`config.mk`:
```
export PLATFORM = sky130hd
export DESIGN_NAME = bmhq_ctrl
export DESIGN_NICKNAME = d
export VERILOG_FILES = /design/src/sv/binary_max_heap_queue_defines.svh /design/src/sv/bmhq_pkg.sv /design/src/sv/bmhq_ctrl.sv
export SDC_FILE = /design/constraint.sdc
export NUM_CORES = 1
export LEC_CHECK = 0
export BUFFER_PORTS_ARGS = -buffer_cell sky130_fd_sc_hd__buf_2
export CORE_AREA = 2 2 39 41
export DETAILED_ROUTE_END_ITERATION = 16
export DIE_AREA = 0 0 41 43
export PLACE_DENSITY = 0.68
export SYNTH_ARGS = -nofsm -noshare
export SYNTH_HDL_FRONTEND = slang
export SYNTH_SLANG_ARGS = --single-unit
```
`constraint.sdc`:
```
create_clock -name clk -period 2.3 [get_ports clk]
set_input_delay 0.69 -clock clk [delete_from_list [all_inputs] [get_ports clk]]
set_output_delay 0.69 -clock clk [all_outputs]
set_load 0.1 [all_outputs]
```
`src/sv/binary_max_heap_queue_defines.svh`:
```
// Assertion macros shared by the heap queue RTL files.
// The macros expect signals named clk and rst_n in the module that uses them.
`ifndef BINARY_MAX_HEAP_QUEUE_DEFINES_SVH
`define BINARY_MAX_HEAP_QUEUE_DEFINES_SVH

// A property that must hold at every clock edge outside reset.
`define BMHQ_ASSERT(label, prop, msg) \
  label: assert property (@(posedge clk) disable iff (!rst_n) (prop)) \
    else $error(msg);

// A property that must hold in the cycle after the condition.
`define BMHQ_ASSERT_NEXT(label, cond, prop, msg) \
  label: assert property (@(posedge clk) disable iff (!rst_n) (cond) |=> (prop)) \
    else $error(msg);

`endif

```
`src/sv/bmhq_pkg.sv`:
```
// Package of the binary max-heap queue: sizes, item types, codes and the
// command and status groups between controller and datapath. No dependencies.
`default_nettype none

package bmhq_pkg;

  localparam int CAPACITY    = 256;
  localparam int VALUE_WIDTH = 32;
  localparam int IDX_W       = $clog2(CAPACITY);
  localparam int CNT_W       = $clog2(CAPACITY + 1);

  localparam logic OP_PUSH = 1'b0;
  localparam logic OP_POP  = 1'b1;

  typedef enum logic [1:0] {
    ST_OK    = 2'd0,
    ST_EMPTY = 2'd1,
    ST_FULL  = 2'd2
  } status_t;

  typedef struct packed {
    logic                   operation;
    logic [VALUE_WIDTH-1:0] value;
  } in_item_t;

  typedef struct packed {
    logic [VALUE_WIDTH-1:0] popped_value;
    logic [VALUE_WIDTH-1:0] top_value;
    logic [CNT_W-1:0]       count;
    status_t                status;
  } out_item_t;

  typedef struct packed {
    logic accept_full;
    logic accept_empty;
    logic push_init;
    logic pop_init;
    logic load_last;
    logic rd_parent;
    logic rd_child;
    logic write_val;
    logic move_up;
    logic move_down;
  } cmd_t;

  typedef struct packed {
    logic in_pop;
    logic full;
    logic empty;
    logic last_one;
    logic at_root;
    logic up_go;
    logic dn_leaf;
    logic dn_go;
  } sts_t;

endpackage

`default_nettype wire

```
`src/sv/bmhq_ctrl.sv`:
```
// Controller of the heap queue: a one-hot state machine that steps the
// datapath through push and pop sifts. Depends on bmhq_pkg.
`default_nettype none

module bmhq_ctrl (
  input  wire logic          clk,
  input  wire logic          rst_n,
  input  wire logic          start,
  input  wire bmhq_pkg::sts_t sts,
  output bmhq_pkg::cmd_t     cmd,
  output logic               busy,
  output logic               out_valid
);
  import bmhq_pkg::*;

  typedef enum logic [6:0] {
    S_IDLE   = 7'b0000001,
    S_POP_LD = 7'b0000010,
    S_UP_RD  = 7'b0000100,
    S_UP_CMP = 7'b0001000,
    S_DN_RD  = 7'b0010000,
    S_DN_CMP = 7'b0100000,
    S_RESP   = 7'b1000000
  } state_t;

  state_t state_r;
  state_t state_nxt;

  always_comb begin
    state_nxt = state_r;
    cmd       = '0;
    case (state_r)
      S_IDLE: begin
        if (start) begin
          if (sts.in_pop) begin
            if (sts.empty) begin
              cmd.accept_empty = 1'b1;
              state_nxt        = S_RESP;
            end else begin
              cmd.pop_init = 1'b1;
              state_nxt    = sts.last_one ? S_RESP : S_POP_LD;
            end
          end else begin
            if (sts.full) begin
              cmd.accept_full = 1'b1;
              state_nxt       = S_RESP;
            end else begin
              cmd.push_init = 1'b1;
              state_nxt     = S_UP_RD;
            end
          end
        end
      end
      S_POP_LD: begin
        cmd.load_last = 1'b1;
        state_nxt     = S_DN_RD;
      end
      S_UP_RD: begin
        if (sts.at_root) begin
          cmd.write_val = 1'b1;
          state_nxt     = S_RESP;
        end else begin
          cmd.rd_parent = 1'b1;
          state_nxt     = S_UP_CMP;
        end
      end
      S_UP_CMP: begin
        if (sts.up_go) begin
          cmd.move_up = 1'b1;
          state_nxt   = S_UP_RD;
        end else begin
          cmd.write_val = 1'b1;
          state_nxt     = S_RESP;
        end
      end
      S_DN_RD: begin
        if (sts.dn_leaf) begin
          cmd.write_val = 1'b1;
          state_nxt     = S_RESP;
        end else begin
          cmd.rd_child = 1'b1;
          state_nxt    = S_DN_CMP;
        end
      end
      S_DN_CMP: begin
        if (sts.dn_go) begin
          cmd.move_down = 1'b1;
          state_nxt     = S_DN_RD;
        end else begin
          cmd.write_val = 1'b1;
          state_nxt     = S_RESP;
        end
      end
      S_RESP: begin
        state_nxt = S_IDLE;
      end
      default: begin
        state_nxt = S_IDLE;
      end
    endcase
  end

  always_ff @(posedge clk) begin
    if (!rst_n) begin
      state_r <= S_IDLE;
    end else begin
      state_r <= state_nxt;
    end
  end

  assign busy      = (state_r != S_IDLE);
  assign out_valid = (state_r == S_RESP);

endmodule

`default_nettype wire

```
==> impl_metrics.tcl <==
set metrics [dict create \
    layout_top_registers "state_r x7" \
    detail_route.iter0.violations 8 \
    synth_cells 60 \
    crit_fanout 3 \
    synth_top_cells_by_area "dfxtp_1 29%, nor2_1 8.5%, nor3_1 4.1%" \
    cellPowerDensity_nw_per_um2 590 \
    area_growth_pct 122 \
    cp-end-kind "output pin" \
    tritoncts_num_sinks 7 \
    syn_area_um2 487 \
    avgSynthCellArea_um2 8.11 \
    min_to "state_r[4]" \
    r2r-end "state_r[4]" \
    max-vdd-ir-drop_mv 0.614 \
    reg2reg_path_depth 5 \
    grt_remaining_overflow 0 \
    worst_hold_path.num_cells 2 \
    grt_pass1_wl_um 2340 \
    worst_pin_slew_ns 0.334 \
    cts.hold.buffers_added 0 \
    routed-via-count 626 \
    synth_flop_cell "dfxtp_1" \
    pre_cts_slack_ns 0.00136 \
    worstReg2RegStart "state_r[4]" \
    violated_checks "setup timing" \
    maxClockFrequency_ghz 0.391 \
    floorplan.initialDensity_pct 35.2 \
    antenna_cells 0 \
    wl_per_cell_um 14.2 \
    largest_reg_flops 7 \
    route.detailed.vias_per_inst 5.49 \
    clock_insertion_delay_worst_skew_ns 0.25 \
    synth_enable_flop_cells 0 \
    placement_rows 14 \
    finalWorstPathRequiredPeriod_ns 2.56 \
    numCtsBuffers 3 \
    path_class "reg2out" \
    number_of_design_rule_violations_left_after_detail_routing 0 \
    critical_path_arrival_ns 1.87 \
    cell_with_the_most_instances_after_synthesis "nor2_1" \
    clock_tree_from_tritoncts "done" \
    drv.max_cap_violation_count 0 \
    antenna_found_initial 0 \
    worst_setup_hold_path_clk_slew_ns 0.05 \
    final_critical_path_setup_slack_ns -0.256 \
    routed_wirelength_um 1620 \
    netlist_top_cells_count "11 x nor2_1, 7 x dfxtp_1, 4 x nor3_1" \
    hp-start "state_r[1]" \
    crit_required_ns 1.61 \
    largest_register "state_r" \
    floorplan.io_pins 23 \
    first_global_vias 566 \
    drive_gt1_share_pct 65.3 \
    cts_buffer_depth 2 \
    grt_setup_unrepaired "yes" \
    global_route.usage.total_pct 19.4 \
    die_h_um 43 \
    r2r_slack_ns 0.36 \
    timing.final.hold_violations 0 \
    yosys_warnings 0 \
    synth.lib_cells_used.distinct 31 \
    netlist.area_leader.share_pct 28.8 \
    nets 110 \
    min-delay-path-class "reg2reg" \
    post_synthesis_register_bit_count 7 \
    fin_worst_skew_ns 0.000701 \
    dr.pass1.iters 4 \
    final_util_pct 77.9 \
    postSynthNetCount 71 \
    cts_htree_levels 1 \
    yosys.area.top_type "dfxtp_1" \
    clockRootBuffer "clkbuf_4" \
    report.final.slew_viol_count 0 \
    port-buffer-count 22 \
    gpl.final_weighted_congestion 0.743 \
    max-slew-margin-rel_pct 77.5 \
    yosysSeqAreaShare_pct 28.8 \
    outcome "finished, violations left" \
    grt_max_degree 8 \
    design.core.area_um2 1380 \
    finalSetupViolCount 6 \
    ys_async_sr_fraction_pct 0 \
    leakage_power_of_the_design_nw 0.443 \
    die-area_um2 1760 \
    hpwlAfterDp_um 1160 \
    route.antenna.remaining_nets 0 \
    die_w_um 41 \
    timing.final.crit_share_pct 111 \
    worst_setup_path_start_kind "register" \
]
## cell type report
class,count,area (um2)
clock buffer,4,26.3
timing repair buffer,35,392
inverter,3,13.8
fill,80,305
sequential,7,149
tap,16,20.0
multi-input combinational,49,478
## where the power goes
group	internal (W)	switching, W
logic	0.000163	0.000211
clock network	0.0000664	0.0000487
registers	0.000130	0.0000166
total	0.000360	0.000276
## cells in the final DEF, fill, tap and decap left out, drive strengths merged, types with 2 or more instances in the layout
| master | n |
|---|---|
| buf | 35 |
| a21oi | 2 |
| nand2b | 2 |
| nor3 | 4 |
| nor3b | 2 |
| clkbuf | 4 |
| nor2 | 11 |
| o211ai | 2 |
| nand3b | 2 |
| nand3 | 2 |
| and3b | 2 |
| nand2 | 2 |
| dfxtp | 7 |
| inv | 3 |
## layer usage
layer | wire length, um | GRT usage [%]
met5 | 0 | 0
met4 | 0 | 8.00
met3 | 112 | 7.33
met2 | 886 | 31.3
met1 | 619 | 21.6
## repair_timing
| item | CTS | global route |
|---|---|---|
| buffers inserted | 0 | 4 |
| endpoints found under the hold margin | 0 | 0 |
| pin swaps | 0 | 5 |
| gates resized for setup | 3 | 16 |
| endpoints found under the setup margin | 8 | 8 |
## cells by family after synthesis
family	synth area share (%)
and+or+nand+nor	43.4
xor gates and xnor gates	3.60
AOI/OAI and AO/OA	21.1
DFF	28.8
buffers and inverters	3.08
## critical path: stages (launching register included)
cell and delay [ns]:
dfxtp_2 0.32, or4_4 0.55, nor3_4 0.18, nand2_2 0.12, nor3b_4 0.23, buf_12 0.20
## worst max-delay path by stage
stage / from / to / slack [ns] / depth (start not counted)
floorplan: state_r[4] / cmd[9] / -0.44 / 4
global placement: sts[3] / cmd[2] / 0.03 / 5
detailed placement: state_r[4] / cmd[8] / 0.001 / 5
CTS: state_r[4] / cmd[9] / -0.25 / 5
global route: state_r[4] / cmd[9] / -0.34 / 5
finish: state_r[4] / cmd[9] / -0.26 / 5
## per-stage QoR
step / cells / cell area, um2 / total power, W / hold slack, ns / setup TNS (ns)
final: 114 / 1080 / 0.000636 / 0.582 / -1.23
after global routing: 114 / 1080 / 0.000670 / 0.598 / -1.76
after CTS: 110 / 986 / 0.000563 / 0.610 / -1.32
after detailed placement: 106 / 948 / 0.000435 / 0.600 / 0
after global placement: 106 / 948 / 0.000432 / 0.604 / 0
after floorplan: 60 / 591 / 0.000342 / 0.540 / -1.68
Power figures use the tool's default switching activity.
